### src/hdl/vcsp_pkg.sv
// ----------------------------------------------------------------------------
// vcsp_pkg: shared types and constants of the voxel column span projector
// Holds the controller states, the command and status groups between the
// controller and the datapath, and the fixed field widths.
// ----------------------------------------------------------------------------
package vcsp_pkg;

	// Field widths fixed by the stream formats
	localparam int COLUMN_W  = 9;
	localparam int DEPTH_W   = 10;
	localparam int TERRAIN_W = 8;
	localparam int COLOR_W   = 16;
	localparam int ROW_W     = 8;
	localparam int TOP_W     = 9;
	localparam int CAM_W     = 10;
	localparam int HOR_W     = 12;
	localparam int SCALE_W   = 8;

	// Arithmetic widths
	localparam int PROD_A_W  = 21;  // (cam - terrain) * scale, signed
	localparam int PROD_B_W  = 23;  // horizon_half * depth, signed
	localparam int NUM_W     = 24;  // full numerator, signed
	localparam int QUO_W     = 23;  // magnitude bits of a non-negative numerator
	localparam int DEN_W     = 11;  // 2 * depth

	// Divider length, one quotient bit a step
	localparam int DIV_STEPS = QUO_W;
	localparam int CNT_W     = 5;

	// Stream widths
	localparam int S_TDATA_W = 48;
	localparam int M_TDATA_W = 48;

	// Configuration register indexes
	localparam int CFG_IDX_W = 2;
	localparam logic [CFG_IDX_W-1:0] CFG_CAMERA_HEIGHT    = 2'd0;
	localparam logic [CFG_IDX_W-1:0] CFG_HORIZON_HALF     = 2'd1;
	localparam logic [CFG_IDX_W-1:0] CFG_PROJECTION_SCALE = 2'd2;
	localparam int CFG_DATA_W = HOR_W;

	// Configuration reset values
	localparam logic [CAM_W-1:0]   CAM_RESET   = 10'd70;
	localparam logic [HOR_W-1:0]   HOR_RESET   = 12'd120;
	localparam logic [SCALE_W-1:0] SCALE_RESET = 8'd70;

	typedef enum logic [2:0] {
		ST_IDLE,
		ST_MUL,
		ST_SUM,
		ST_DIV,
		ST_FIN
	} state_t;

	typedef struct packed {
		logic load_in;   // capture an input beat
		logic mul;       // form both partial products
		logic sum;       // form numerator, load divider
		logic div_step;  // one restoring divide step
		logic finish;    // judge projection, load output register
	} cmd_t;

	typedef struct packed {
		logic out_free;  // output register empty or draining this cycle
	} sts_t;

endpackage

### src/hdl/vcsp_ctrl.sv
// ----------------------------------------------------------------------------
// vcsp_ctrl: sequencing controller of the span projector
// Walks one sample through capture, multiply, sum, divide and finish.
// ----------------------------------------------------------------------------
module vcsp_ctrl (
	input  logic           clk,
	input  logic           arst_n,
	input  logic           in_valid,
	output logic           in_ready,
	input  vcsp_pkg::sts_t sts,
	output vcsp_pkg::cmd_t cmd
);

	vcsp_pkg::state_t state_q, state_nxt;
	logic [vcsp_pkg::CNT_W-1:0] cnt_q;
	logic div_last;

	assign div_last = (cnt_q == vcsp_pkg::CNT_W'(vcsp_pkg::DIV_STEPS - 1));

	always_ff @(posedge clk or negedge arst_n) begin
		if (!arst_n) begin
			state_q <= vcsp_pkg::ST_IDLE;
			cnt_q   <= '0;
		end else begin
			state_q <= state_nxt;
			if (state_q == vcsp_pkg::ST_DIV)
				cnt_q <= cnt_q + 1'b1;
			else
				cnt_q <= '0;
		end
	end

	// Next state
	always_comb begin
		state_nxt = state_q;
		unique case (state_q)
			vcsp_pkg::ST_IDLE: if (in_valid) state_nxt = vcsp_pkg::ST_MUL;
			vcsp_pkg::ST_MUL:  state_nxt = vcsp_pkg::ST_SUM;
			vcsp_pkg::ST_SUM:  state_nxt = vcsp_pkg::ST_DIV;
			vcsp_pkg::ST_DIV:  if (div_last) state_nxt = vcsp_pkg::ST_FIN;
			vcsp_pkg::ST_FIN:  if (sts.out_free) state_nxt = vcsp_pkg::ST_IDLE;
			default:           state_nxt = vcsp_pkg::ST_IDLE;
		endcase
	end

	// Outputs
	always_comb begin
		cmd      = '0;
		in_ready = 1'b0;
		unique case (state_q)
			vcsp_pkg::ST_IDLE: begin
				in_ready    = 1'b1;
				cmd.load_in = in_valid;
			end
			vcsp_pkg::ST_MUL:  cmd.mul      = 1'b1;
			vcsp_pkg::ST_SUM:  cmd.sum      = 1'b1;
			vcsp_pkg::ST_DIV:  cmd.div_step = 1'b1;
			vcsp_pkg::ST_FIN:  cmd.finish   = sts.out_free;
			default: ;
		endcase
	end

	a_finish_free: assert property (@(posedge clk) disable iff (!arst_n)
		cmd.finish |-> sts.out_free)
		else $error("finish issued while output register is held");

	a_div_len: assert property (@(posedge clk) disable iff (!arst_n)
		(state_q == vcsp_pkg::ST_SUM) |=> (state_q == vcsp_pkg::ST_DIV) && (cnt_q == '0))
		else $error("divide did not start with a cleared step count");

endmodule

### src/hdl/vcsp_dpath.sv
// ----------------------------------------------------------------------------
// vcsp_dpath: datapath of the span projector
// Config registers, input capture, products, restoring divider, topmost row
// and output register.
// ----------------------------------------------------------------------------
module vcsp_dpath #(
	parameter int SCREEN_ROWS = 240
) (
	input  logic                              clk,
	input  logic                              arst_n,
	input  logic                              cfg_we,
	input  logic [vcsp_pkg::CFG_IDX_W-1:0]    cfg_index,
	input  logic [vcsp_pkg::CFG_DATA_W-1:0]   cfg_data,
	input  logic [vcsp_pkg::COLUMN_W-1:0]     column,
	input  logic [vcsp_pkg::DEPTH_W-1:0]      depth,
	input  logic [vcsp_pkg::TERRAIN_W-1:0]    terrain_height,
	input  logic [vcsp_pkg::COLOR_W-1:0]      texel_color,
	input  logic                              first_in_column,
	input  vcsp_pkg::cmd_t                    cmd,
	output vcsp_pkg::sts_t                    sts,
	output logic                              out_valid,
	input  logic                              out_ready,
	output logic                              draw,
	output logic [vcsp_pkg::COLUMN_W-1:0]     span_column,
	output logic [vcsp_pkg::ROW_W-1:0]        span_top,
	output logic [vcsp_pkg::ROW_W-1:0]        span_bottom,
	output logic [vcsp_pkg::COLOR_W-1:0]      span_color
);

	localparam logic [vcsp_pkg::TOP_W-1:0] ROWS_INIT = vcsp_pkg::TOP_W'(SCREEN_ROWS);

	// Configuration
	logic        [vcsp_pkg::CAM_W-1:0]    cam_q;
	logic signed [vcsp_pkg::HOR_W-1:0]    hor_q;
	logic        [vcsp_pkg::SCALE_W-1:0]  scale_q;

	// Captured sample
	logic [vcsp_pkg::COLUMN_W-1:0]  column_q;
	logic [vcsp_pkg::DEPTH_W-1:0]   depth_q;
	logic [vcsp_pkg::TERRAIN_W-1:0] terrain_q;
	logic [vcsp_pkg::COLOR_W-1:0]   color_q;
	logic                           first_q;

	// Arithmetic
	logic signed [vcsp_pkg::PROD_A_W-1:0] prod_a_q;
	logic signed [vcsp_pkg::PROD_B_W-1:0] prod_b_q;
	logic signed [vcsp_pkg::HOR_W-1:0]    diff;
	logic signed [vcsp_pkg::NUM_W-1:0]    num;
	logic                                 neg_q;
	logic [vcsp_pkg::QUO_W-1:0]           quo_q;
	logic [vcsp_pkg::DEN_W-1:0]           den_q;
	logic [vcsp_pkg::DEN_W-1:0]           rem_q;
	logic [vcsp_pkg::DEN_W:0]             trial;
	logic                                 fits;

	// Column state and judgment
	logic [vcsp_pkg::TOP_W-1:0] top_q;
	logic [vcsp_pkg::TOP_W-1:0] top_eff;
	logic [vcsp_pkg::QUO_W-1:0] proj;
	logic                       hit;
	logic                       out_valid_q;

	assign diff = $signed({2'b00, cam_q}) - $signed({4'b0000, terrain_q});
	assign num  = $signed({{2{prod_a_q[vcsp_pkg::PROD_A_W-1]}}, prod_a_q, 1'b0})
	            + $signed({prod_b_q[vcsp_pkg::PROD_B_W-1], prod_b_q});

	assign trial = {rem_q, quo_q[vcsp_pkg::QUO_W-1]};
	assign fits  = (trial >= {1'b0, den_q});

	// A negative numerator truncates to zero or below: clip to row 0
	assign top_eff = first_q ? ROWS_INIT : top_q;
	assign proj    = neg_q ? '0 : quo_q;
	assign hit     = (proj < vcsp_pkg::QUO_W'(top_eff));

	assign sts.out_free = !out_valid_q || out_ready;
	assign out_valid    = out_valid_q;

	always_ff @(posedge clk or negedge arst_n) begin
		if (!arst_n) begin
			cam_q   <= vcsp_pkg::CAM_RESET;
			hor_q   <= vcsp_pkg::HOR_RESET;
			scale_q <= vcsp_pkg::SCALE_RESET;
		end else if (cfg_we) begin
			unique case (cfg_index)
				vcsp_pkg::CFG_CAMERA_HEIGHT:    cam_q   <= cfg_data[vcsp_pkg::CAM_W-1:0];
				vcsp_pkg::CFG_HORIZON_HALF:     hor_q   <= cfg_data[vcsp_pkg::HOR_W-1:0];
				vcsp_pkg::CFG_PROJECTION_SCALE: scale_q <= cfg_data[vcsp_pkg::SCALE_W-1:0];
				default: ;
			endcase
		end
	end

	always_ff @(posedge clk or negedge arst_n) begin
		if (!arst_n) begin
			top_q       <= ROWS_INIT;
			out_valid_q <= 1'b0;
		end else begin
			if (cmd.finish) begin
				out_valid_q <= 1'b1;
				top_q       <= hit ? proj[vcsp_pkg::TOP_W-1:0] : top_eff;
			end else if (out_ready) begin
				out_valid_q <= 1'b0;
			end
		end
	end

	// Payload registers, no reset
	always_ff @(posedge clk) begin
		if (cmd.load_in) begin
			column_q  <= column;
			depth_q   <= (depth == '0) ? vcsp_pkg::DEPTH_W'(1) : depth;
			terrain_q <= terrain_height;
			color_q   <= texel_color;
			first_q   <= first_in_column;
		end
		if (cmd.mul) begin
			prod_a_q <= vcsp_pkg::PROD_A_W'(diff * $signed({1'b0, scale_q}));
			prod_b_q <= vcsp_pkg::PROD_B_W'(hor_q * $signed({1'b0, depth_q}));
		end
		if (cmd.sum) begin
			neg_q <= num[vcsp_pkg::NUM_W-1];
			quo_q <= num[vcsp_pkg::QUO_W-1:0];
			den_q <= {depth_q, 1'b0};
			rem_q <= '0;
		end else if (cmd.div_step) begin
			quo_q <= {quo_q[vcsp_pkg::QUO_W-2:0], fits};
			rem_q <= fits ? vcsp_pkg::DEN_W'(trial - {1'b0, den_q})
			              : trial[vcsp_pkg::DEN_W-1:0];
		end
		if (cmd.finish) begin
			draw        <= hit;
			span_column <= hit ? column_q : '0;
			span_top    <= hit ? proj[vcsp_pkg::ROW_W-1:0] : '0;
			span_bottom <= hit ? vcsp_pkg::ROW_W'(top_eff - 1'b1) : '0;
			span_color  <= hit ? color_q : '0;
		end
	end

	a_top_range: assert property (@(posedge clk) disable iff (!arst_n)
		top_q <= ROWS_INIT)
		else $error("topmost row beyond screen height");

	a_finish_valid: assert property (@(posedge clk) disable iff (!arst_n)
		cmd.finish |=> out_valid_q)
		else $error("finished sample not presented");

	a_no_draw_zero: assert property (@(posedge clk) disable iff (!arst_n)
		(out_valid_q && !draw) |-> (span_column == '0) && (span_top == '0)
			&& (span_bottom == '0) && (span_color == '0))
		else $error("span fields not cleared without draw");

endmodule

### src/hdl/voxel_column_span_projector.sv
// ----------------------------------------------------------------------------
// voxel_column_span_projector: per-column span projector of a voxel terrain
// Projects one depth sample of a column ray to a screen row and emits the
// vertical span that becomes visible above the topmost row drawn so far.
// ----------------------------------------------------------------------------
// Samples are handled one at a time: an accepted input beat passes through
// capture, multiply, sum, the 23-step restoring divider (one quotient bit a
//   cycle) and finish before its result beat shows; finish waits while the
//   previous result beat is still held in the output register.
// A new input beat is taken while the previous result beat still waits.
// Reset (arst_n low) clears the sequencer, empties the output register, sets
//   the topmost row to SCREEN_ROWS and the configuration registers to their defaults.
module voxel_column_span_projector #(
	parameter int SCREEN_ROWS = 240
) (
	input  logic                                clk,
	input  logic                                arst_n,
	// Configuration write port
	input  logic                                cfg_we,
	input  logic [vcsp_pkg::CFG_IDX_W-1:0]      cfg_index,
	input  logic [vcsp_pkg::CFG_DATA_W-1:0]     cfg_data,
	// Sample stream
	input  logic                                s_axis_tvalid,
	output logic                                s_axis_tready,
	// tdata from bit 0: column[8:0], depth[18:9], terrain_height[26:19],
	//   texel_color[42:27], zero fill[47:43]
	input  logic [vcsp_pkg::S_TDATA_W-1:0]      s_axis_tdata,
	// tuser: first_in_column
	input  logic                                s_axis_tuser,
	// Span stream
	output logic                                m_axis_tvalid,
	input  logic                                m_axis_tready,
	// tdata from bit 0: span_column[8:0], span_top[16:9], span_bottom[24:17],
	//   span_color[40:25], zero fill[47:41]
	output logic [vcsp_pkg::M_TDATA_W-1:0]      m_axis_tdata,
	// tuser: draw
	output logic                                m_axis_tuser
);

	vcsp_pkg::cmd_t cmd;
	vcsp_pkg::sts_t sts;

	logic [vcsp_pkg::COLUMN_W-1:0] span_column;
	logic [vcsp_pkg::ROW_W-1:0]    span_top;
	logic [vcsp_pkg::ROW_W-1:0]    span_bottom;
	logic [vcsp_pkg::COLOR_W-1:0]  span_color;

	// Sequence one sample at a time; the input side opens only when idle
	vcsp_ctrl u_ctrl (
		.clk      (clk),
		.arst_n   (arst_n),
		.in_valid (s_axis_tvalid),
		.in_ready (s_axis_tready),
		.sts      (sts),
		.cmd      (cmd)
	);

	// Unpack the sample beat straight into the datapath capture registers
	vcsp_dpath #(
		.SCREEN_ROWS (SCREEN_ROWS)
	) u_dpath (
		.clk             (clk),
		.arst_n          (arst_n),
		.cfg_we          (cfg_we),
		.cfg_index       (cfg_index),
		.cfg_data        (cfg_data),
		.column          (s_axis_tdata[8:0]),
		.depth           (s_axis_tdata[18:9]),
		.terrain_height  (s_axis_tdata[26:19]),
		.texel_color     (s_axis_tdata[42:27]),
		.first_in_column (s_axis_tuser),
		.cmd             (cmd),
		.sts             (sts),
		.out_valid       (m_axis_tvalid),
		.out_ready       (m_axis_tready),
		.draw            (m_axis_tuser),
		.span_column     (span_column),
		.span_top        (span_top),
		.span_bottom     (span_bottom),
		.span_color      (span_color)
	);

	// Pack the span beat, zero fill to whole bytes
	assign m_axis_tdata = {7'b0, span_color, span_bottom, span_top, span_column};

endmodule
### config.mk
export PLATFORM = sky130hd
export DESIGN_NAME = voxel_column_span_projector
export DESIGN_NICKNAME = d
export VERILOG_FILES = /design/src/hdl/vcsp_pkg.sv /design/src/hdl/vcsp_ctrl.sv /design/src/hdl/vcsp_dpath.sv /design/src/hdl/voxel_column_span_projector.sv
export SDC_FILE = /design/constraint.sdc
export NUM_CORES = 1
export LEC_CHECK = 0
export BUFFER_PORTS_ARGS = -buffer_cell sky130_fd_sc_hd__buf_4
export CAP_MARGIN = 20
export CORE_MARGIN = 2
export CORE_UTILIZATION = 30
export CTS_BUF_LIST = sky130_fd_sc_hd__clkbuf_4 sky130_fd_sc_hd__clkbuf_8
export DETAILED_ROUTE_END_ITERATION = 12
export PLACE_DENSITY = 0.46
export SYNTH_ARGS = -nofsm -noshare
export SYNTH_HDL_FRONTEND = slang
export SYNTH_SLANG_ARGS = --single-unit
### constraint.sdc
create_clock -name clk -period 6.9 [get_ports clk]
set_input_delay 1.38 -clock clk [delete_from_list [all_inputs] [get_ports clk]]
set_output_delay 1.38 -clock clk [all_outputs]
set_load 0.1 [all_outputs]
# --- Word level (Yosys, flattened, before mapping) ---
# Cells that the tools add are included.
totals:
  regBits: 223
  in_bits: 68
op_classes:
  n_addsub: 5
  n_mul: 2
  magnitude_cmp: 2
  eq_ne: 10
  mux: 19
  n_reduce_logical: 11
op_table:
  columns: ["cell", "count"]
  rows:
  - ["23-bit 2-to-1 mux", 3]
  - ["22-bit by 23-bit adder with 24-bit output", 1]
  - ["23-bit by 9-bit < comparator with 1-bit output", 1]
  - ["12-bit by 11-bit multiplier with 23-bit output", 1]
  - ["11-bit by 9-bit multiplier with 20-bit output", 1]
  - ["9-bit 2-to-1 mux", 2]
  - ["3-bit one-hot mux with 5 select lines", 1]
  - ["12-bit by 11-bit greater-or-equal comparator with 1-bit output", 1]
  - ["11-bit 2-to-1 mux", 1]
  - ["10-bit by 8-bit subtractor with 11-bit output", 1]
  - ["11-bit subtractor", 1]
  - ["10-bit logical NOT", 1]
  - ["3-bit 2-to-1 mux", 3]
  - ["1-bit 2-to-1 mux", 8]
  - ["8-bit by 1-bit subtractor with 8-bit output, second input constant", 1]
  - ["3-bit by 2-bit equality test with 1-bit output, second input constant", 2]
  - ["2-bit AND reduction", 3]
  - ["5-bit by 1-bit adder with 5-bit output, second input constant", 1]
  - ["5-bit equality test, second input constant", 1]
  - ["5-bit 2-to-1 mux", 1]
  - ["2-bit by 1-bit inequality test with 1-bit output, second input constant", 2]
  - ["2-bit nonzero test", 2]
  - ["3-bit by 1-bit equality test with 1-bit output, second input constant", 1]
  - ["3-bit equality test, second input constant", 1]
  - ["other kinds (8)", 8]

# --- Longest topological paths before layout ---
# Gate-level depths: netlist of the first run.
depth:
  ltp_word: 4
  ltp_mapped: 28
  mapped_depth_nobuf: 27

# --- By module ---
# Synthesis of the first run repeated with hierarchy kept, for this count alone.
hier_totals:
  hier_cells: 1750
  hier_area_um2: 18561.6
by_module_without_submodules:
  columns: ["module", "n_inst", "cells_each", "area_each_um2"]
  rows:
  - ["vcsp_dpath", 1, 1701, 18084.8]
  - ["vcsp_ctrl", 1, 41, 420.4]
  - ["voxel_column_span_projector", 1, 8, 56.3]

# --- Worst setup path before layout of the first run ---
# OpenSTA, ideal clock, no wires.
synth_timing:
  kind: "register to register"
  start: "reg u_dpath.cam_q[1] (netlist bit)"
  end: "reg u_dpath.prod_a_q[18] (netlist bit), data pin"
  setup_time_ns: 0.258
  arrival_time_ns: 6.137
  t_required_ns: 6.642
  setup_slack_ns: 0.505
  stages_incl_launch_ff: 27
  period_less_slack_ns: 6.395
  cell_sequence: "dfstp_2 > inv_1 > fa_1 > nor2b_1 > o21ai_0 > a21boi_0 > o21ai_0 > a21boi_0 > o21ai_0 > nor4b_2 > clkbuf_1 > and2_1 > fa_1 > inv_1 > fa_1 > inv_1 > fa_1 > inv_1 > fa_1 > inv_1 > ha_1 > nand3_1 > a2111oi_0 > nor3_1 > o41ai_1 > a21oi_1 > xnor2_1"
synth_between:
  elab_chain_len: 2
synth_rtl:
  columns: ["element", "line_no", "text"]
  rows:
  - ["start, declared", "vcsp_dpath.sv:33", "logic [vcsp_pkg::CAM_W-1:0] cam_q;"]
  - ["start signal, assigned", "vcsp_dpath.sv:80", "cam_q <= vcsp_pkg::CAM_RESET;"]
  - ["start signal, assigned", "vcsp_dpath.sv:85", "vcsp_pkg::CFG_CAMERA_HEIGHT: cam_q <= cfg_data[vcsp_pkg::CAM_W-1:0];"]
  - ["10-bit by 8-bit subtractor with 11-bit output", "vcsp_dpath.sv:63", "assign diff = $signed({2'b00, cam_q}) - $signed({4'b0000, terrain_q});"]
  - ["11-bit by 9-bit multiplier with 20-bit output", "vcsp_dpath.sv:117", "prod_a_q <= vcsp_pkg::PROD_A_W'(diff * $signed({1'b0, scale_q}));"]
  - ["end signal, assigned", "vcsp_dpath.sv:117", null]
  - ["end, declared", "vcsp_dpath.sv:45", "logic signed [vcsp_pkg::PROD_A_W-1:0] prod_a_q;"]
# No other way between the ends.
# A chain may end at the register's enable or synchronous reset.

# --- Worst setup path after layout of the first run ---
# Ends and elaborated chain as after synthesis.

==> impl_metrics.sql, run 1 <==
INSERT INTO impl_metrics (metric_group, metric, value, unit) VALUES
('run_status', 'outcome', 'complete, no violations', ''),
('floorplan', 'die_y', '252', 'µm'),
('cts', 'clk-insertion-delay-late', '0.59', 'ns'),
('place', 'io_buffers', '106', ''),
('job', 'timing.max_cap.violations', '0', ''),
('detailed_routing', 'routedWlPerCell', '15.3', 'µm'),
('detailed_routing', 'met3_wirelength', '1400', 'µm'),
('detailed_routing', 'via_count_of_the_routed_design', '12200', ''),
('detailed_routing', 'drtPass1Iterations', '5', ''),
('global_route', 'grt_overflow_total', '0', ''),
('critical_path', 'cpLargestDelayFamily', 'adder cells', ''),
('cts', 'holdBufCountCts', '0', ''),
('floorplan', 'placementRows', '91', ''),
('global_route', 'grt_antenna_before_repair', '1', ''),
('critical_path', 'crit_arrival', '6.85', 'ns'),
('synth', 'synth_edf_count', '163', ''),
('timing', 'report.final.slew_viol_count', '0', ''),
('detailed_routing', 'drt-vias-per-instance', '4.55', ''),
('critical_path', 'worstPathRequired', '7.24', 'ns'),
('place', 'detailedPlace.worstSlack', '-0.373', 'ns'),
('synth', 'synth.cells.most_frequent', 'sky130_fd_sc_hd__inv_1 (296), sky130_fd_sc_hd__fa_1 (188), sky130_fd_sc_hd__edfxtp_1 (163), sky130_fd_sc_hd__ha_1 (144), sky130_fd_sc_hd__nand2_1 (144)', ''),
('cells_and_area', 'area_growth', '14.6', '%'),
('critical_path', 'r2r.worst_path.cells', '24', ''),
('critical_path', 'timing.critical_path.from_type', 'flop', ''),
('critical_path', 'r2r_start', 'u_dpath.cam_q[1]', ''),
('cells_and_area', 'final-instance-count-excl-fill', '2691', ''),
('critical_path', 'path_buf_inv', '4', ''),
('synth', 'ys_async_sr_fraction', '21.6', '%'),
('global_route', 'first_global_vias', '13500', ''),
('hold_path', 'timing.hold.worst.class', 'flop to flop', ''),
('critical_path', 'cpPeakStageDelay', '0.54', 'ns'),
('detailed_routing', 'detail_route.wirelength.met1', '19300', 'µm'),
('timing', 'period_minus_slack', '6.51', 'ns'),
('cts', 'cts_tree', 'built', ''),
('global_route', 'track_usage', '13.6', '%'),
('synth', 'postSynthCellCount', '1759', ''),
('floorplan', 'floorplan.initialDensity', '30.1', '%'),
('synth', 'fraction_of_the_yosys_area_taken_by_sequential_cells', '34.3', '%'),
('place', 'place_hpwl', '32300', 'µm'),
('critical_path', 'reg2reg_setup_slack', '0.39', 'ns'),
('synth', 'synth_area_per_cell', '10.5', 'µm²'),
('cts', 'cts.reportedPaths.clkPinSlew', '0.07', 'ns'),
('critical_path', 'path_max_fanout', '5', ''),
('detailed_routing', 'met2WireLength', '19700', 'µm'),
('timing', 'layout_worst_path_cycle_share', '94.4', '%'),
('global_route', 'grt_max_degree', '49', ''),
('critical_path', 'cp_cell_sequence', 'ha_1 -> nor2b_1 -> o21ai_0 -> a21boi_1 -> o21ai_1 -> a21boi_2 -> nor2_1 -> nand2_1 -> fa_1 -> inv_1 -> fa_1 -> inv_1 -> fa_1 -> fa_1 -> inv_1 -> ha_1 -> o21a_1 -> o21ai_0 -> a2111oi_2 -> buf_4 -> nor3_1 -> o41ai_1 -> a21oi_1 -> xnor2_1', ''),
('timing', 'final_hold_viol_count', '0', ''),
('cts', 'cts-root-buf', 'sky130_fd_sc_hd__clkbuf_8', ''),
('place', 'placed_cell_count', '2612', ''),
('floorplan', 'die_w', '252', 'µm'),
('critical_path', 'critical_path.most_common_cell', 'sky130_fd_sc_hd__fa_1', ''),
('cells_and_area', 'design.final.nets', '2268', ''),
('synth', 'synth_most_common_cell', 'sky130_fd_sc_hd__inv_1', ''),
('global_route', 'grt_pass1_wl', '69600', 'µm'),
('timing', 'setup_viol', '0', ''),
('timing', 'worst_clock_skew_on_the_final_layout', '0.0501', 'ns'),
('detailed_routing', 'drc', '0', ''),
('critical_path', 'reg2reg_to', 'u_dpath.prod_a_q[18]', ''),
('timing', 'maxClockFrequency', '154', 'MHz'),
('synth', 'post_synth_main_area_contributors', 'sky130_fd_sc_hd__edfxtp_1 (26%), sky130_fd_sc_hd__fa_1 (20%), sky130_fd_sc_hd__ha_1 (9.7%)', ''),
('place', 'globalplace.congestion', '0.791', ''),
('detailed_routing', 'number_of_nets_still_failing_antenna_checks_after_routing', '0', ''),
('cts', 'cts.htree.levels', '2', ''),
('hold_path', 'timing.hold.worst_path_depth', '2', ''),
('synth', 'netlist.area_leader.share', '26.5', '%'),
('detailed_routing', 'drtIter0Drc', '537', ''),
('synth', 'synth_area_leader_cell', 'sky130_fd_sc_hd__edfxtp_1', ''),
('cts', 'cts-root-to-sink-buffers', '3', ''),
('detailed_routing', 'top_signal_layer_used', 'met4', ''),
('synth', 'yosysWarningCount', '0', '');
[kinds of logic after synthesis]
family	share of synthesized area (%)
adder cells (fa/ha/maj)	30.1
AND/OR/NAND/NOR	14.1
multiplexers	2.72
flip-flops	34.3
AO/OA/AOI/OAI	7.93
XOR/XNOR	3.22
buffers and inverters	7.61
other	0.0203
[repair_timing]
item	4_1_cts	5_1_grt
pin swaps	0	1
gates resized for setup	3	13
setup endpoints to repair	4	5
buffers inserted	0	1
[worst max-delay path by stage]
stage,startpoint,to,slack (ns),cells past startpoint
after floorplan,u_dpath.cam_q[1],u_dpath.prod_a_q[18],0.51,26
after global placement,u_dpath.cam_q[2],u_dpath.prod_a_q[18],-0.33,24
final,u_dpath.cam_q[1],u_dpath.prod_a_q[18],0.39,24
after detailed placement,u_dpath.cam_q[2],u_dpath.prod_a_q[18],-0.37,24
after CTS,u_dpath.cam_q[2],u_dpath.prod_a_q[18],0.02,24
after global routing,u_dpath.terrain_q[1],u_dpath.prod_a_q[18],-0.01,25
[layout by cell type (no fill, tap or decap), types with 8 or more instances in the layout]
cell / instances
sky130_fd_sc_hd__and2_1: 141
sky130_fd_sc_hd__a21oi_1: 39
sky130_fd_sc_hd__clkbuf_8: 42
sky130_fd_sc_hd__nor2_1: 58
sky130_fd_sc_hd__a21o_1: 20
sky130_fd_sc_hd__dfstp_2: 14
sky130_fd_sc_hd__nor4_1: 8
sky130_fd_sc_hd__xor2_1: 22
sky130_fd_sc_hd__nand2_1: 143
sky130_fd_sc_hd__o21a_1: 19
sky130_fd_sc_hd__o21ai_0: 60
sky130_fd_sc_hd__buf_4: 129
sky130_fd_sc_hd__a211oi_1: 13
sky130_fd_sc_hd__xnor2_1: 46
sky130_fd_sc_hd__nor3_1: 23
sky130_fd_sc_hd__nand3_1: 21
sky130_fd_sc_hd__nor2b_1: 36
sky130_fd_sc_hd__mux2_2: 34
sky130_fd_sc_hd__clkbuf_4: 11
sky130_fd_sc_hd__dfrtp_1: 34
sky130_fd_sc_hd__nand4_1: 8
sky130_fd_sc_hd__dfxtp_1: 11
sky130_fd_sc_hd__nand2b_1: 26
sky130_fd_sc_hd__inv_1: 295
sky130_fd_sc_hd__edfxtp_1: 163
sky130_fd_sc_hd__fa_1: 188
sky130_fd_sc_hd__clkinv_1: 8
sky130_fd_sc_hd__ha_1: 144
sky130_fd_sc_hd__mux2i_1: 12
[sequential cells by signal (all words and copies together) (netlist names), 9 cells and up]
register             flops
u_dpath.prod_a_q        20
u_dpath.cam_q           10
u_dpath.span_column      9
u_dpath.depth_q         10
u_dpath.span_color      16
u_dpath.prod_b_q        23
u_dpath.column_q         9
u_dpath.hor_q           12
u_dpath.quo_q           23
u_dpath.top_q            9
u_dpath.rem_q           11
u_dpath.color_q         16
u_dpath.den_q           10
[through the flow]
| step | util (%) | cell area [µm²] | setup TNS, ns |
|---|---|---|---|
| finish | 34.5 | 21200 | 0 |
| global placement | 32.9 | 20200 | -0.786 |
| detailed placement | 32.9 | 20200 | -0.988 |
| global route | 34.5 | 21200 | -0.0114 |
| floorplan | - | 18500 | 0 |
| CTS | 34.4 | 21100 | 0 |
[final cells by class]
class / instances / area, µm²
Antenna cell: 1 / 2.50
Fill cell: 6217 / 40200
Multi-Input combinational cell: 1176 / 10800
Timing Repair Buffer: 130 / 996
Tap cell: 790 / 988
Inverter: 296 / 1110
Sequential cell: 222 / 6330
Clock inverter: 23 / 275
Clock buffer: 53 / 661
[worst reg2reg max path: cells and delay by family, from the launching register on]
kind / cells / cell delay [ns]
flops: 1 / 0.53
simple gates: 4 / 0.77
xor+xnor: 1 / 0.14
compound gates: 9 / 1.98
fa+ha+maj: 6 / 2.59
buf+inv: 4 / 0.32
[per-layer routing]
| metal | up-vias | global-route usage, % |
|---|---|---|
| li1 | 5965 | - |
| met1 | 6032 | 17.6 |
| met2 | 182 | 23.4 |
| met3 | 54 | 2.23 |
| met4 | 0 | 3.77 |
| met5 | - | 0 |
Power of run 1 is left out: the tool's default activity adds up to more than one toggle a clock period on the data nets, which glitch-free logic cannot reach.
==> run 2: changes to the inputs <==
--- a/config.mk
+++ b/config.mk
@@ -12,6 +12,7 @@
 export CTS_BUF_LIST = sky130_fd_sc_hd__clkbuf_4 sky130_fd_sc_hd__clkbuf_8
 export DETAILED_ROUTE_END_ITERATION = 12
 export PLACE_DENSITY = 0.46
+export REMOVE_ABC_BUFFERS = 1
 export SYNTH_ARGS = -nofsm -noshare
 export SYNTH_HDL_FRONTEND = slang
 export SYNTH_SLANG_ARGS = --single-unit
==> run 2 against run 1 <==
Against the previous run:
- global-route usage down 0.12 points
- sequential share of layout area about the same
- flip-flop and latch count unchanged
- worst hold slack worse by 0.0041 ns
- cell area up 0.16%
- utilization up 0.055 points
- die area unchanged
- wire length down 0.81%
- via count down 0.34%
- cell count up 0.37%
- critical path depth up 1
- first-iteration DRC count down 11%
- critical endpoint unchanged
==> impl_metrics.sql, run 2 (synthesis results as in run 1) <==
INSERT INTO impl_metrics (metric_group, metric, value, unit) VALUES
('cells_and_area', 'number_of_fill_cells_in_the_layout', '6194', ''),
('critical_path', 'critical_path_class', 'flop to flop', ''),
('cells_and_area', 'commonest_non_fill_non_tap_cell_in_the_layout', 'sky130_fd_sc_hd__inv_1', ''),
('cells_and_area', 'biggestRegsByFlops', 'u_dpath.prod_b_q: 23 flops, u_dpath.quo_q: 23 flops, u_dpath.prod_a_q: 20 flops', ''),
('place', 'detailedPlace.worstSlack', '-0.298', 'ns'),
('cts', 'cts-root-to-sink-buffers', '3', ''),
('floorplan', 'floorplan.initialDensity', '30.1', '%'),
('cts', 'clk-insertion-delay-late', '0.61', 'ns'),
('cells_and_area', 'drive_gt1_share', '14.7', '%'),
('global_route', 'grt_max_degree', '49', ''),
('timing', 'period_minus_slack', '6.47', 'ns'),
('place', 'globalplace.congestion', '0.789', ''),
('floorplan', 'fp.coreArea', '0.0614', 'mm²'),
('cts', 'cts.htree.levels', '2', ''),
('global_route', 'first_global_vias', '13300', ''),
('timing', 'slew_headroom', '32.5', '%'),
('timing', 'rsz_0062_raised_after_global_routing', 'false', ''),
('timing', 'report.final.slew_viol_count', '0', ''),
('floorplan', 'io_pins', '119', ''),
('timing', 'worst_clock_skew_on_the_final_layout', '0.0401', 'ns'),
('place', 'placedInstanceArea', '0.0202', 'mm²'),
('cells_and_area', 'multiInputGateArea', '0.0108', 'mm²'),
('timing', 'final_hold_viol_count', '0', ''),
('detailed_routing', 'via_count_of_the_routed_design', '12200', ''),
('place', 'place_hpwl', '32100', 'µm'),
('critical_path', 'timing.critical_path.from_type', 'flop', ''),
('floorplan', 'die_y', '252', 'µm'),
('critical_path', 'crit_arrival', '6.79', 'ns'),
('detailed_routing', 'drt-vias-per-instance', '4.51', ''),
('timing', 'final.hold.worst_slack', '0.462', 'ns'),
('timing', 'worst-slew-pin-transition', '1.01', 'ns'),
('floorplan', 'die_w', '252', 'µm'),
('cts', 'cts_tree', 'built', ''),
('timing', 'layout_worst_path_cycle_share', '93.8', '%'),
('timing', 'setup_tns', '0', 'ns'),
('cells_and_area', 'stdcell_area', '0.0212', 'mm²'),
('detailed_routing', 'routedWlPerCell', '15.2', 'µm'),
('timing', 'maxClockFrequency', '155', 'MHz'),
('floorplan', 'die-area', '0.0636', 'mm²'),
('timing', 'setup_ws', '0.428', 'ns'),
('cts', 'tritoncts.num_buffers', '42', ''),
('global_route', 'grt_overflow_total', '0', ''),
('cells_and_area', 'design.final.nets', '2275', ''),
('global_route', 'grt_antenna_before_repair', '3', ''),
('cts', 'cts.sinks', '222', ''),
('detailed_routing', 'drtPass1Iterations', '4', ''),
('detailed_routing', 'drc', '0', ''),
('timing', 'setup_viol', '0', ''),
('job', 'timing.max_cap.violations', '0', ''),
('cells_and_area', 'area_growth', '14.8', '%'),
('cells_and_area', 'regArea', '0.00633', 'mm²'),
('cts', 'cts-root-buf', 'sky130_fd_sc_hd__clkbuf_8', ''),
('cts', 'cts.reportedPaths.clkPinSlew', '0.06', 'ns'),
('detailed_routing', 'drtIter0Drc', '476', ''),
('global_route', 'track_usage', '13.5', '%'),
('critical_path', 'path_max_fanout', '8', ''),
('place', 'io_buffers', '106', ''),
('detailed_routing', 'number_of_nets_still_failing_antenna_checks_after_routing', '0', ''),
('detailed_routing', 'drt_wl_total', '41000', 'µm'),
('floorplan', 'placementRows', '91', ''),
('run_status', 'outcome', 'complete, no violations', ''),
('global_route', 'grt_pass1_wl', '68800', 'µm'),
('critical_path', 'critical_path.endpoint_type', 'flop', ''),
('critical_path', 'worstPathRequired', '7.22', 'ns'),
('hold_path', 'timing.hold.worst.class', 'flop to flop', ''),
('cells_and_area', 'final_cell_mix', 'sky130_fd_sc_hd__inv_1 (295), sky130_fd_sc_hd__fa_1 (188), sky130_fd_sc_hd__edfxtp_1 (163)', '');
-- run 2: repair_timing --
item,in CTS,in global routing
endpoints found under the setup margin,4,6
resized for setup,4,14
pin swaps,0,1
setup buffers,0,5
hold buffers,0,0
-- run 2: critical path, cell delays in order (launching register included) --
cell and delay [ns]:
sky130_fd_sc_hd__dfstp_2 0.53, sky130_fd_sc_hd__ha_1 0.22, sky130_fd_sc_hd__nor2b_1 0.13, sky130_fd_sc_hd__o21ai_1 0.15
sky130_fd_sc_hd__a21boi_0 0.14, sky130_fd_sc_hd__o21ai_1 0.22, sky130_fd_sc_hd__a21boi_2 0.12, sky130_fd_sc_hd__o21a_1 0.19
sky130_fd_sc_hd__or3_1 0.44, sky130_fd_sc_hd__nand3_1 0.18, sky130_fd_sc_hd__fa_1 0.44, sky130_fd_sc_hd__inv_1 0.10
sky130_fd_sc_hd__fa_1 0.41, sky130_fd_sc_hd__inv_1 0.08, sky130_fd_sc_hd__fa_1 0.43, sky130_fd_sc_hd__fa_1 0.54
sky130_fd_sc_hd__inv_1 0.04, sky130_fd_sc_hd__ha_1 0.32, sky130_fd_sc_hd__o21a_1 0.17, sky130_fd_sc_hd__o21ai_0 0.15
sky130_fd_sc_hd__a2111oi_2 0.37, sky130_fd_sc_hd__buf_4 0.18, sky130_fd_sc_hd__nor3_1 0.05, sky130_fd_sc_hd__o41ai_1 0.35
sky130_fd_sc_hd__a21oi_1 0.13, sky130_fd_sc_hd__xnor2_1 0.13
-- run 2: area by class of cell --
| class | count | area share [%] |
|---|---|---|
| Timing Repair Buffer | 137 | 4.94 |
| Sequential cell | 222 | 29.8 |
| Tap cell | 790 | 4.66 |
| Multi-Input combinational cell | 1176 | 51.0 |
| Antenna cell | 2 | 0.0236 |
| Clock buffer | 64 | 3.62 |
| Inverter | 296 | 5.23 |
| Clock inverter | 14 | 0.707 |
-- run 2: final timing paths --
check                      cells after the start         startpoint  slack (ns)                   end
setup reg to reg                              25   u_dpath.cam_q[1]        0.43  u_dpath.prod_a_q[18]
hold / removal                                 2  u_dpath.rem_q[10]        0.46     u_dpath.rem_q[10]
min in group asynchronous                      1             arst_n        0.81      u_dpath.top_q[3]
setup / recovery                              25   u_dpath.cam_q[1]        0.43  u_dpath.prod_a_q[18]
max in group asynchronous                      1             arst_n        5.57    u_dpath.scale_q[7]
hold reg to reg                                2  u_dpath.rem_q[10]        0.46     u_dpath.rem_q[10]
-- run 2: metal layers --
| metal | wire length (µm) | up-vias | global-route usage (%) |
|---|---|---|---|
| li1 | - | 5983 | - |
| met1 | 19200 | 5994 | 17.7 |
| met2 | 19700 | 176 | 23.2 |
| met3 | 1490 | 39 | 2.36 |
| met4 | 558 | 0 | 2.92 |
| met5 | 0 | - | 0 |
-- run 2: stage by stage --
| step | std cells | utilization (%) |
|---|---|---|
| 4_1_cts | 2693 | 34.4 |
| 3_3_place_gp | 2615 | 32.9 |
| 5_1_grt | 2700 | 34.6 |
| 2_1_floorplan | 1694 | - |
| 6_report | 2701 | 34.6 |
| 3_5_place_dp | 2615 | 32.9 |
Power of run 2 is left out for the same reason.
==> run 3: changes to the inputs <==
--- a/config.mk
+++ b/config.mk
@@ -7,7 +7,7 @@
 export LEC_CHECK = 0
 export BUFFER_PORTS_ARGS = -buffer_cell sky130_fd_sc_hd__buf_4
 export CAP_MARGIN = 20
-export CORE_MARGIN = 2
+export CORE_MARGIN = 4
 export CORE_UTILIZATION = 30
 export CTS_BUF_LIST = sky130_fd_sc_hd__clkbuf_4 sky130_fd_sc_hd__clkbuf_8
 export DETAILED_ROUTE_END_ITERATION = 12
==> constraint.sdc (replaced) <==
create_clock -name clk -period 6.9 [get_ports clk]
set_input_delay 0.345 -clock clk [delete_from_list [all_inputs] [get_ports clk]]
set_output_delay 0.345 -clock clk [all_outputs]
set_load 0.1 [all_outputs]
==> run 3 against run 2 <==
Against the previous run:
- non-clock buffer count up 53
- cell count increased by 1.6%
- sequential share of layout area is 0.73 points lower
==> impl_metrics.sql, run 3 (synthesis results as in run 1) <==
INSERT INTO impl_metrics (metric_group, metric, value, unit) VALUES
('place', 'placedInstanceArea', '0.0202', 'mm²'),
('detailed_routing', 'drt_wl_total', '41700', 'µm'),
('floorplan', 'floorplan.initialDensity', '30.5', '%'),
('cells_and_area', 'biggestRegsByFlops', 'u_dpath.prod_b_q: 23 flops, u_dpath.quo_q: 23 flops, u_dpath.prod_a_q: 20 flops', ''),
('cts', 'cts.reportedPaths.clkPinSlew', '0.05', 'ns'),
('place', 'io_buffers', '106', ''),
('critical_path', 'timing.critical_path.from_type', 'flop', ''),
('detailed_routing', 'via_count_of_the_routed_design', '12500', ''),
('floorplan', 'fp.coreArea', '0.0607', 'mm²'),
('global_route', 'grt_antenna_before_repair', '1', ''),
('hold_path', 'timing.hold.worst_path_depth', '3', ''),
('timing', 'period_minus_slack', '6.42', 'ns'),
('global_route', 'grt_overflow_total', '0', ''),
('global_route', 'grt_pass1_wl', '70000', 'µm'),
('timing', 'final_hold_viol_count', '0', ''),
('timing', 'maxClockFrequency', '156', 'MHz'),
('detailed_routing', 'routedWlPerCell', '15.2', 'µm'),
('critical_path', 'path_max_fanout', '7', ''),
('job', 'timing.max_cap.violations', '0', ''),
('detailed_routing', 'drt-vias-per-instance', '4.55', ''),
('timing', 'report.final.slew_viol_count', '0', ''),
('critical_path', 'cpPeakStageDelay', '0.53', 'ns'),
('cts', 'cts.htree.levels', '2', ''),
('floorplan', 'die_y', '256', 'µm'),
('detailed_routing', 'number_of_nets_still_failing_antenna_checks_after_routing', '0', ''),
('place', 'place_hpwl', '32100', 'µm'),
('cts', 'clk-insertion-delay-late', '0.61', 'ns'),
('cells_and_area', 'final_cell_mix', 'sky130_fd_sc_hd__inv_1 (295), sky130_fd_sc_hd__fa_1 (188), sky130_fd_sc_hd__edfxtp_1 (163)', ''),
('place', 'detailedPlace.worstSlack', '-0.268', 'ns'),
('cells_and_area', 'drive_gt1_share', '14.1', '%'),
('global_route', 'first_global_vias', '13500', ''),
('floorplan', 'io_pins', '119', ''),
('critical_path', 'critical_path.most_common_cell', 'sky130_fd_sc_hd__fa_1', ''),
('timing', 'layout_worst_path_cycle_share', '93.0', '%'),
('floorplan', 'placementRows', '90', ''),
('detailed_routing', 'drc', '0', ''),
('cts', 'cts_tree', 'built', ''),
('cells_and_area', 'area_growth', '17.7', '%'),
('cells_and_area', 'commonest_non_fill_non_tap_cell_in_the_layout', 'sky130_fd_sc_hd__inv_1', ''),
('cts', 'cts.sinks', '222', ''),
('critical_path', 'r2r.worst_path.cells', '25', ''),
('place', 'placed_cell_count', '2605', ''),
('hold_path', 'timing.hold.worst.class', 'input port to flop', ''),
('critical_path', 'crit_arrival', '6.76', 'ns'),
('critical_path', 'worstPathRequired', '7.24', 'ns'),
('floorplan', 'die_w', '256', 'µm'),
('timing', 'slew_headroom', '45.9', '%'),
('detailed_routing', 'drtPass1Iterations', '5', ''),
('cts', 'tritoncts.num_buffers', '43', ''),
('cts', 'cts-root-buf', 'sky130_fd_sc_hd__clkbuf_8', ''),
('timing', 'rsz_0062_raised_after_global_routing', 'false', ''),
('timing', 'setup_ws', '0.483', 'ns'),
('critical_path', 'critical_path.endpoint_type', 'flop', ''),
('cells_and_area', 'final-instance-count-excl-fill', '2745', ''),
('cts', 'cts-root-to-sink-buffers', '3', ''),
('timing', 'worst_clock_skew_on_the_final_layout', '0.0313', 'ns'),
('global_route', 'grt_max_degree', '49', ''),
('cells_and_area', 'stdcell_area', '0.0218', 'mm²'),
('cells_and_area', 'design.final.nets', '2329', ''),
('floorplan', 'die-area', '0.0657', 'mm²'),
('run_status', 'outcome', 'complete, no violations', ''),
('detailed_routing', 'drtIter0Drc', '508', ''),
('timing', 'setup_viol', '0', ''),
('place', 'globalplace.congestion', '0.789', ''),
('timing', 'worst-slew-pin-transition', '0.805', 'ns'),
('global_route', 'track_usage', '13.0', '%'),
('critical_path', 'critical_path_class', 'flop to flop', ''),
('critical_path', 'critical_path.slowest_cell', 'sky130_fd_sc_hd__dfstp_2', '');
run 3: changes by cell type in the layout (fill, tap and decap cells not counted), moves of 3 or more:
cell                            change
sky130_fd_sc_hd__clkinv_1           +3
sky130_fd_sc_hd__buf_4              -5
sky130_fd_sc_hd__dlygate4sd3_1     +57
sky130_fd_sc_hd__clkbuf_4           -4
run 3: through the flow:
step	utilization [%]	hold WS, ns	setup TNS [ns]
after floorplan	-	0.0494	0
after global placement	33.2	0.430	-0.715
after detailed placement	33.2	0.438	-0.671
after CTS	35.6	0.0223	0
after global routing	35.8	0.0824	0
final	35.8	0.0926	0
run 3: final cells by class:
cell class | instances | area [µm²]
multi-input cells | 1176 | 10900
diodes | 1 | 2.50
flip-flops and latches | 222 | 6330
repair buffers | 190 | 1590
inverters | 296 | 1110
well taps | 782 | 978
clock inverters | 18 | 139
clock buffers | 60 | 738
fillers | 6027 | 38900
run 3: critical path: cells and delay by family, from the launching register on:
| family | cells | cell delay (ns) |
|---|---|---|
| and+or+nand+nor | 3 | 0.30 |
| xor gates and xnor gates | 1 | 0.13 |
| buffers and inverters | 5 | 0.50 |
| adders and majority gates | 6 | 2.56 |
| DFF | 1 | 0.53 |
| AOI/OAI and AO/OA | 10 | 2.12 |
run 3: final timing paths:
kind	start	endpoint	slack (ns)
worst max-delay path	u_dpath.cam_q[1]	u_dpath.prod_a_q[18]	0.48
worst min-delay path	s_axis_tvalid	u_ctrl.state_q[0]	0.09
worst max register to register	u_dpath.cam_q[1]	u_dpath.prod_a_q[18]	0.48
worst min register to register	u_dpath.rem_q[10]	u_dpath.rem_q[10]	0.46
max in group asynchronous	arst_n	u_dpath.scale_q[5]	6.06
min in group asynchronous	arst_n	u_dpath.out_valid	0.33
run 3: what timing repair did:
item,in CTS,in global routing
gates resized for setup,3,16
hold endpoints to repair,107,0
pin swaps,0,4
endpoints found under the setup margin,5,6
hold buffers,57,0
buffers inserted,0,4
cloned,0,0
run 3: routing by layer:
layer / GRT usage, % / vias to the layer above / part of all wire, %
met2: 22.0 / 196 / 47
met1: 17.1 / 6140 / 47
met4: 3.64 / 0 / 2.1
met3: 2.41 / 54 / 3.9
met5: 0 / - / 0
li1: - / 6099 / -
Power of run 3 is left out for the same reason.
